**src/ycp_pkg.sv**
```systemverilog
`default_nettype none

package ycp_pkg;

    localparam int FRAC_BITS = 12;

    localparam int PIX_W   = 8;
    localparam int GAIN_W  = 14;
    localparam int DIFF_W  = PIX_W + 1;
    localparam int PROD_W  = DIFF_W + GAIN_W + 1;
    localparam int ACC_W   = PROD_W + 2;

    localparam int APB_AW  = 5;
    localparam int APB_DW  = 32;
    localparam int REG_IW  = 3;

    localparam logic [REG_IW-1:0] REG_LUMA_GAIN     = 3'd0;
    localparam logic [REG_IW-1:0] REG_CR_TO_RED     = 3'd1;
    localparam logic [REG_IW-1:0] REG_CB_TO_GREEN   = 3'd2;
    localparam logic [REG_IW-1:0] REG_CR_TO_GREEN   = 3'd3;
    localparam logic [REG_IW-1:0] REG_CB_TO_BLUE    = 3'd4;
    localparam logic [REG_IW-1:0] REG_LUMA_OFFSET   = 3'd5;
    localparam logic [REG_IW-1:0] REG_CHROMA_OFFSET = 3'd6;

    localparam logic [GAIN_W-1:0] RST_LUMA_GAIN     = 14'd4769;
    localparam logic [GAIN_W-1:0] RST_CR_TO_RED     = 14'd6537;
    localparam logic [GAIN_W-1:0] RST_CB_TO_GREEN   = 14'd1605;
    localparam logic [GAIN_W-1:0] RST_CR_TO_GREEN   = 14'd3330;
    localparam logic [GAIN_W-1:0] RST_CB_TO_BLUE    = 14'd8391;
    localparam logic [PIX_W-1:0]  RST_LUMA_OFFSET   = 8'd16;
    localparam logic [PIX_W-1:0]  RST_CHROMA_OFFSET = 8'd128;

    typedef struct packed {
        logic [PIX_W-1:0] luma_left;
        logic [PIX_W-1:0] luma_right;
        logic [PIX_W-1:0] chroma_blue;
        logic [PIX_W-1:0] chroma_red;
    } ycp_in_t;

    typedef struct packed {
        logic [PIX_W-1:0] red_left;
        logic [PIX_W-1:0] green_left;
        logic [PIX_W-1:0] blue_left;
        logic [PIX_W-1:0] red_right;
        logic [PIX_W-1:0] green_right;
        logic [PIX_W-1:0] blue_right;
    } ycp_out_t;

    typedef struct packed {
        logic [GAIN_W-1:0] luma_gain;
        logic [GAIN_W-1:0] cr_to_red;
        logic [GAIN_W-1:0] cb_to_green;
        logic [GAIN_W-1:0] cr_to_green;
        logic [GAIN_W-1:0] cb_to_blue;
        logic [PIX_W-1:0]  luma_offset;
        logic [PIX_W-1:0]  chroma_offset;
    } ycp_cfg_t;

    typedef struct packed {
        logic s1;
        logic s2;
        logic s3;
    } ycp_pipe_en_t;

    typedef struct packed {
        logic signed [PROD_W-1:0] cr_red;
        logic signed [PROD_W-1:0] cb_green;
        logic signed [PROD_W-1:0] cr_green;
        logic signed [PROD_W-1:0] cb_blue;
    } ycp_chroma_t;

    typedef struct packed {
        logic [PIX_W-1:0] red;
        logic [PIX_W-1:0] green;
        logic [PIX_W-1:0] blue;
    } ycp_rgb_t;

    // Drop the fraction and clamp to one byte; negative sums give black.
    function automatic logic [PIX_W-1:0] sat_channel(input logic signed [ACC_W-1:0] acc);
        logic [PIX_W-1:0] res;
        if (acc[ACC_W-1])
        begin
            res = '0;
        end
        else if (|acc[ACC_W-2:FRAC_BITS+PIX_W])
        begin
            res = '1;
        end
        else
        begin
            res = acc[FRAC_BITS+PIX_W-1:FRAC_BITS];
        end
        return res;
    endfunction

endpackage

`default_nettype wire

```
**src/ycp_regs.sv**
```systemverilog
`default_nettype none

module ycp_regs
    import ycp_pkg::*;
(
    input  wire logic              clk,
    input  wire logic              rst_n,
    input  wire logic              psel,
    input  wire logic              penable,
    input  wire logic              pwrite,
    input  wire logic [APB_AW-1:0] paddr,
    input  wire logic [APB_DW-1:0] pwdata,
    output logic      [APB_DW-1:0] prdata,
    output logic                   pready,
    output ycp_cfg_t               cfg
);

    ycp_cfg_t          cfg_reg;
    ycp_cfg_t          cfg_next;
    logic [REG_IW-1:0] reg_idx;
    logic              wr_en;

    assign pready  = 1'b1;
    assign reg_idx = paddr[APB_AW-1:2];
    assign wr_en   = psel && penable && pwrite && pready;
    assign cfg     = cfg_reg;

    always_comb
    begin
        cfg_next = cfg_reg;
        if (wr_en)
        begin
            unique case (reg_idx)
                REG_LUMA_GAIN:     cfg_next.luma_gain     = pwdata[GAIN_W-1:0];
                REG_CR_TO_RED:     cfg_next.cr_to_red     = pwdata[GAIN_W-1:0];
                REG_CB_TO_GREEN:   cfg_next.cb_to_green   = pwdata[GAIN_W-1:0];
                REG_CR_TO_GREEN:   cfg_next.cr_to_green   = pwdata[GAIN_W-1:0];
                REG_CB_TO_BLUE:    cfg_next.cb_to_blue    = pwdata[GAIN_W-1:0];
                REG_LUMA_OFFSET:   cfg_next.luma_offset   = pwdata[PIX_W-1:0];
                REG_CHROMA_OFFSET: cfg_next.chroma_offset = pwdata[PIX_W-1:0];
                default:           cfg_next = cfg_reg;
            endcase
        end
    end

    always_comb
    begin
        unique case (reg_idx)
            REG_LUMA_GAIN:     prdata = APB_DW'(cfg_reg.luma_gain);
            REG_CR_TO_RED:     prdata = APB_DW'(cfg_reg.cr_to_red);
            REG_CB_TO_GREEN:   prdata = APB_DW'(cfg_reg.cb_to_green);
            REG_CR_TO_GREEN:   prdata = APB_DW'(cfg_reg.cr_to_green);
            REG_CB_TO_BLUE:    prdata = APB_DW'(cfg_reg.cb_to_blue);
            REG_LUMA_OFFSET:   prdata = APB_DW'(cfg_reg.luma_offset);
            REG_CHROMA_OFFSET: prdata = APB_DW'(cfg_reg.chroma_offset);
            default:           prdata = '0;
        endcase
    end

    always_ff @(posedge clk or negedge rst_n)
    begin
        if (!rst_n)
        begin
            cfg_reg.luma_gain     <= RST_LUMA_GAIN;
            cfg_reg.cr_to_red     <= RST_CR_TO_RED;
            cfg_reg.cb_to_green   <= RST_CB_TO_GREEN;
            cfg_reg.cr_to_green   <= RST_CR_TO_GREEN;
            cfg_reg.cb_to_blue    <= RST_CB_TO_BLUE;
            cfg_reg.luma_offset   <= RST_LUMA_OFFSET;
            cfg_reg.chroma_offset <= RST_CHROMA_OFFSET;
        end
        else
        begin
            cfg_reg <= cfg_next;
        end
    end

endmodule

`default_nettype wire

```
**src/ycp_chroma.sv**
```systemverilog
`default_nettype none

module ycp_chroma
    import ycp_pkg::*;
(
    input  wire logic             clk,
    input  wire ycp_pipe_en_t     en,
    input  wire logic [PIX_W-1:0] chroma_blue,
    input  wire logic [PIX_W-1:0] chroma_red,
    input  wire ycp_cfg_t         cfg,
    output ycp_chroma_t           terms
);

    logic signed [DIFF_W-1:0] cb_reg;
    logic signed [DIFF_W-1:0] cr_reg;
    logic signed [DIFF_W-1:0] cb_next;
    logic signed [DIFF_W-1:0] cr_next;
    ycp_chroma_t              terms_reg;
    ycp_chroma_t              terms_next;

    assign cb_next = $signed({1'b0, chroma_blue}) - $signed({1'b0, cfg.chroma_offset});
    assign cr_next = $signed({1'b0, chroma_red}) - $signed({1'b0, cfg.chroma_offset});

    // The chroma products are shared by both pixels of the pair.
    always_comb
    begin
        terms_next.cr_red   = PROD_W'(cr_reg) * PROD_W'($signed({1'b0, cfg.cr_to_red}));
        terms_next.cb_green = PROD_W'(cb_reg) * PROD_W'($signed({1'b0, cfg.cb_to_green}));
        terms_next.cr_green = PROD_W'(cr_reg) * PROD_W'($signed({1'b0, cfg.cr_to_green}));
        terms_next.cb_blue  = PROD_W'(cb_reg) * PROD_W'($signed({1'b0, cfg.cb_to_blue}));
    end

    always_ff @(posedge clk)
    begin
        if (en.s1)
        begin
            cb_reg <= cb_next;
            cr_reg <= cr_next;
        end
        if (en.s2)
        begin
            terms_reg <= terms_next;
        end
    end

    assign terms = terms_reg;

endmodule

`default_nettype wire

```
**src/ycp_lane.sv**
```systemverilog
`default_nettype none

module ycp_lane
    import ycp_pkg::*;
(
    input  wire logic             clk,
    input  wire ycp_pipe_en_t     en,
    input  wire logic [PIX_W-1:0] luma,
    input  wire ycp_cfg_t         cfg,
    input  wire ycp_chroma_t      terms,
    output ycp_rgb_t              rgb
);

    logic signed [DIFF_W-1:0] y_reg;
    logic signed [DIFF_W-1:0] y_next;
    logic signed [PROD_W-1:0] base_reg;
    logic signed [PROD_W-1:0] base_next;
    logic signed [ACC_W-1:0]  red_sum;
    logic signed [ACC_W-1:0]  green_sum;
    logic signed [ACC_W-1:0]  blue_sum;
    ycp_rgb_t                 rgb_reg;
    ycp_rgb_t                 rgb_next;

    assign y_next    = $signed({1'b0, luma}) - $signed({1'b0, cfg.luma_offset});
    assign base_next = PROD_W'(y_reg) * PROD_W'($signed({1'b0, cfg.luma_gain}));

    always_comb
    begin
        red_sum   = ACC_W'(base_reg) + ACC_W'(terms.cr_red);
        green_sum = ACC_W'(base_reg) - ACC_W'(terms.cb_green) - ACC_W'(terms.cr_green);
        blue_sum  = ACC_W'(base_reg) + ACC_W'(terms.cb_blue);
        rgb_next.red   = sat_channel(red_sum);
        rgb_next.green = sat_channel(green_sum);
        rgb_next.blue  = sat_channel(blue_sum);
    end

    always_ff @(posedge clk)
    begin
        if (en.s1)
        begin
            y_reg <= y_next;
        end
        if (en.s2)
        begin
            base_reg <= base_next;
        end
        if (en.s3)
        begin
            rgb_reg <= rgb_next;
        end
    end

    assign rgb = rgb_reg;

endmodule

`default_nettype wire

```
**src/ycbcr_pair_to_rgb_top.sv**
```systemverilog
// Channel   | Direction | Handshake                 | Payload
// pix       | in        | pix_valid / pix_stall     | ycp_in_t: two luma samples, Cb, Cr
// rgb       | out       | rgb_valid / rgb_stall     | ycp_out_t: RGB of the even and odd pixel
// apb       | in        | psel / penable / pready   | seven coefficient and offset registers
//
// One pixel pair is taken every clock while no stall holds the pipeline.
// The three stages are offset subtraction, the multipliers, and the sum with saturation.
// Each stage holds only while a later stage is full and the output is stalled, so a
// bubble is squeezed out before the input sees a stall.
// Reset clears the stage valid flags and loads the reset coefficients of ycp_pkg.
`default_nettype none

module ycbcr_pair_to_rgb_top
    import ycp_pkg::*;
(
    input  wire logic              clk,
    input  wire logic              rst_n,
    input  wire logic              pix_valid,
    output logic                   pix_stall,
    input  wire ycp_in_t           pix_data,
    output logic                   rgb_valid,
    input  wire logic              rgb_stall,
    output ycp_out_t               rgb_data,
    input  wire logic              psel,
    input  wire logic              penable,
    input  wire logic              pwrite,
    input  wire logic [APB_AW-1:0] paddr,
    input  wire logic [APB_DW-1:0] pwdata,
    output logic      [APB_DW-1:0] prdata,
    output logic                   pready
);

    ycp_cfg_t     cfg;
    ycp_pipe_en_t en;
    ycp_chroma_t  terms;
    ycp_rgb_t     rgb_l;
    ycp_rgb_t     rgb_r;

    logic v1_reg;
    logic v2_reg;
    logic v3_reg;
    logic v1_next;
    logic v2_next;
    logic v3_next;

    assign en.s3 = !v3_reg || !rgb_stall;
    assign en.s2 = !v2_reg || en.s3;
    assign en.s1 = !v1_reg || en.s2;

    assign pix_stall = !en.s1;

    assign v1_next = en.s1 ? pix_valid : v1_reg;
    assign v2_next = en.s2 ? v1_reg : v2_reg;
    assign v3_next = en.s3 ? v2_reg : v3_reg;

    always_ff @(posedge clk or negedge rst_n)
    begin
        if (!rst_n)
        begin
            v1_reg <= 1'b0;
            v2_reg <= 1'b0;
            v3_reg <= 1'b0;
        end
        else
        begin
            v1_reg <= v1_next;
            v2_reg <= v2_next;
            v3_reg <= v3_next;
        end
    end

    ycp_regs u_regs (
        .clk     (clk),
        .rst_n   (rst_n),
        .psel    (psel),
        .penable (penable),
        .pwrite  (pwrite),
        .paddr   (paddr),
        .pwdata  (pwdata),
        .prdata  (prdata),
        .pready  (pready),
        .cfg     (cfg)
    );

    ycp_chroma u_chroma (
        .clk         (clk),
        .en          (en),
        .chroma_blue (pix_data.chroma_blue),
        .chroma_red  (pix_data.chroma_red),
        .cfg         (cfg),
        .terms       (terms)
    );

    ycp_lane u_lane_left (
        .clk   (clk),
        .en    (en),
        .luma  (pix_data.luma_left),
        .cfg   (cfg),
        .terms (terms),
        .rgb   (rgb_l)
    );

    ycp_lane u_lane_right (
        .clk   (clk),
        .en    (en),
        .luma  (pix_data.luma_right),
        .cfg   (cfg),
        .terms (terms),
        .rgb   (rgb_r)
    );

    assign rgb_valid            = v3_reg;
    assign rgb_data.red_left    = rgb_l.red;
    assign rgb_data.green_left  = rgb_l.green;
    assign rgb_data.blue_left   = rgb_l.blue;
    assign rgb_data.red_right   = rgb_r.red;
    assign rgb_data.green_right = rgb_r.green;
    assign rgb_data.blue_right  = rgb_r.blue;

endmodule

`default_nettype wire

```
**config.mk**
```make
export PLATFORM = sky130hd
export DESIGN_NAME = ycbcr_pair_to_rgb_top
export DESIGN_NICKNAME = d
export VERILOG_FILES = /design/src/ycp_pkg.sv /design/src/ycp_regs.sv /design/src/ycp_chroma.sv /design/src/ycp_lane.sv /design/src/ycbcr_pair_to_rgb_top.sv
export SDC_FILE = /design/constraint.sdc
export NUM_CORES = 2
export LEC_CHECK = 0
export BUFFER_PORTS_ARGS = -buffer_cell sky130_fd_sc_hd__buf_2
export CORE_ASPECT_RATIO = 2
export CORE_MARGIN = 3
export CORE_UTILIZATION = 55
export DETAILED_ROUTE_END_ITERATION = 12
export HOLD_SLACK_MARGIN = 0.1
export PLACE_DENSITY = 0.72
export SYNTH_ARGS = -nofsm -noshare
export SYNTH_HDL_FRONTEND = slang
export SYNTH_SLANG_ARGS = --single-unit
```
**constraint.sdc**
```tcl
create_clock -name clk -period 6.6 [get_ports clk]
set_input_delay 0.66 -clock clk [delete_from_list [all_inputs] [get_ports clk]]
set_output_delay 0.66 -clock clk [all_outputs]
set_load 0.02 [all_outputs]
```
==> summary.txt <==
Worst setup path
  – Register-to-Register Path Depth: 19
  – WP data required: 6.97 ns
  – R2r endpoint: u_chroma.terms[70]$_DFFE_PP_
  – CP top delay family: adder cells
  – Crit path launch type: flop
  – Critical path cell sequence: nand2_1, fa_1, inv_1, fa_1, inv_1, fa_1, inv_1, fa_1, ha_1, ha_1, a21oi_1, o21bai_1, a21oi_1, o21ai_0, a21oi_1, nor2_1, o31ai_1, or4b_2, o311ai_0
  – R2r setup slk: 0.38 ns
  – CP arrival: 6.59 ns
  – Critical R2R Launch: u_chroma.cb_reg[0]$_DFFE_PN_
  – Crit path kind: reg2reg
  – Slowest cell delay on critical path: 0.78 ns
  – Crit-path most repeated cell: fa_1
  – Buf+Inv Stages, Crit Path: 3
  – Critical-path cell with the highest stage delay: edfxtp_1
  – Worst Path Max Fanout: 16
  – Setup crit end kind: flop

STA
  – RSZ-0062 raised after global routing: false
  – Final Skew: 0.0393 ns
  – Final min period: 6.22 ns
  – Measured slew at the worst slew-check pin: 1.17 ns
  – Fmax: 161 MHz
  – Hold Slack: 0.396 ns
  – Count of final setup violators: 0
  – Slew Viols, Final: 0
  – Final hold viol count: 0
  – Setup_tns: 0 ns
  – Tcrit/Tclk final: 94.3%
  – Rel. slew slack: 21.9%

Min path
  – Hold EP: u_regs.cfg[83]$_DFFE_PN0P_
  – Hold wc startpoint: pwdata[11]
  – Worst min path class: in2reg
  – WHS Path Cells: 2

Place
  – Routability cong.: 0.937
  – PortBufs: 119
  – Final HPWL DP: 95.7 mm

Die
  – Die X: 202 um
  – Die area: 80,700 sq um
  – Site row count: 143
  – Top-Level Pins: 159
  – Starting Density: 55.7%
  – Core area: 76,200 sq um
  – Height of the chip: 399 um

Synth
  – Post-synth ARST share: 28.1%
  – Seq cells post-synth: 317
  – Synthesized area per cell: 10.2 sq um
  – Synth area leader: fa_1
  – Number of flops mapped to enable cells by yosys: 228
  – Syn. warnings: 0
  – Count of unique library cells instantiated by Yosys: 83
  – Most numerous cell in the Yosys netlist: inv_1
  – Post-Synthesis Cells: 4,151
  – Seq/Total Area, Yosys: 21.5%
  – Post-synth top area share: 26.4%
  – Dominant synthesized flop cell: edfxtp_1
  – Synth top area cells: fa_1 26%, ha_1 17%, edfxtp_1 16%, and2_1 5.4%, inv_1 5.2%
  – Commonest cells post-synth: 583 x inv_1, 563 x ha_1, 560 x fa_1, 408 x nand2_1, 363 x and2_1
  – Syn Std Cell Area: 42,400 sq um

Outcome
  – Status: finished clean

Routing
  – Number of vias in the routed layout: 30.0k
  – Final wirelength: 115 mm
  – Detail Route Antenna Nets: 0
  – # DRC: 0
  – Post-DR vias/cell: 5.72
  – Initial DRC Count: 1,513
  – Router iterations before antenna repair: 5
  – Wire per inst: 22.0 um

Layout
  – Max reg flops: 96
  – Layout cell share with drive strength beyond 1: 9.50%
  – Area growth syn-to-layout: 6.62%
  – NumNets Final: 5,407
  – Final core occ: 59.3%

GRT
  – Initial antenna violation count: 5
  – Congestion Overflow GR: 0
  – First-pass GRT wire length: 178 mm
  – Vias in the first global route: 31.9k
  – Largest net degree at the start of global routing: 59
  – Total global-route track usage: 29.0%

CTS
  – Setup bufs post-CTS: 0
  – Clock tree buffer depth: 3
  – CTS tree: yes
  – Worst-path clk slew: 0.08 ns
  – Clock sinks: 317
  – Total CTS buffers: 34
  – H-Tree Depth: 2
  – Worst-skew pair later-pin latency: 0.59 ns
  – Root cell of the clock tree: clkbuf_16

Job
  – Max Cap Violations: 0
[worst max-delay path by stage]
stage,depth (start not counted),endpoint,slack (ns),start
4_1_cts,21,u_chroma.terms[23]$_DFFE_PP_,0.43,u_chroma.cb_reg[0]$_DFFE_PN_
5_1_grt,19,u_chroma.terms[70]$_DFFE_PP_,0.04,u_chroma.cb_reg[0]$_DFFE_PN_
3_5_place_dp,19,u_chroma.terms[70]$_DFFE_PP_,0.44,u_chroma.cb_reg[0]$_DFFE_PN_
3_3_place_gp,18,u_lane_left.base_reg[23]$_DFFE_PP_,0.54,u_regs.cfg[76]$_DFFE_PN0P_
6_report,19,u_chroma.terms[70]$_DFFE_PP_,0.38,u_chroma.cb_reg[0]$_DFFE_PN_
2_1_floorplan,23,u_lane_left.base_reg[23]$_DFFE_PP_,0.78,u_regs.cfg[77]$_DFFE_PN1P_
[logic make-up after synthesis]
family	share of synthesized area, %
flip-flops	21.5
AO/OA/AOI/OAI	8.14
AND/OR/NAND/NOR	13.7
buffers and inverters	6.97
adder cells (fa/ha/maj)	43.0
multiplexers	3.00
XOR/XNOR	3.65
other	0.0177
[layer usage]
layer	track usage [%]	vias up	wire length, um
met5	0	-	12
met4	21.5	2	10700
met3	3.48	391	5300
met2	52.9	965	59700
met1	30.4	15000	39800
li1	-	13600	-
[through the flow]
stage,area (sq um),worst slack [ns],instances
4_1_cts,45200,0.429,5246
2_1_floorplan,42500,0.779,4168
5_1_grt,45200,0.0431,5246
3_3_place_gp,44100,0.542,5186
6_report,45200,0.379,5249
3_5_place_dp,44100,0.439,5186
[what timing repair did]
| action | CTS | global route |
|---|---|---|
| hold buffers | 1 | 0 |
| endpoints found under the hold margin | 22 | 0 |
| gates resized for setup | 0 | 0 |
[area by class of cell]
class,instances,area [sq um]
fill,6589,31000
clock buffer,43,906
multi-input combinational,3082,30500
sequential,317,9110
inverter,583,2190
timing repair buffer,190,1130
clock inverter,16,166
tap,1015,1270
antenna,3,7.51
[worst register-to-register path: stages, from the launching register on]
cell	delay (ns)
edfxtp_1	0.78
nand2_1	0.17
fa_1	0.56
inv_1	0.08
fa_1	0.50
inv_1	0.05
fa_1	0.53
inv_1	0.05
fa_1	0.43
ha_1	0.29
ha_1	0.33
a21oi_1	0.23
o21bai_1	0.10
a21oi_1	0.22
o21ai_0	0.22
a21oi_1	0.29
nor2_1	0.10
o31ai_1	0.34
or4b_2	0.61
o311ai_0	0.14
[placed cells by master, fill, tap and decap left out, types with 10 or more instances in the layout]
master	synthesis	layout
o21a_1	31	31
mux2_2	78	78
dfstp_2	28	28
a21oi_1	169	169
xor2_1	65	65
nand4_1	17	17
a211oi_1	16	16
dfrtp_1	61	61
fa_1	560	560
and2_1	363	363
a31oi_1	12	12
nand2b_1	49	49
buf_4	19	71
nor3_1	38	35
o21bai_1	25	25
nand2_1	408	407
and3_1	12	12
nor2b_1	87	87
inv_1	583	583
ha_1	563	563
a21o_1	80	80
o211ai_1	12	12
mux2i_1	10	10
nor2_1	90	90
xnor2_1	112	112
mux4_2	13	13
edfxtp_1	228	228
clkbuf_16	0	35
conb_1	2	19
o21ai_0	93	93
buf_2	0	118
nand3_1	40	39
Power is left out: the tool's default activity adds up to more than one toggle a clock period on the data nets, which glitch-free logic cannot reach.
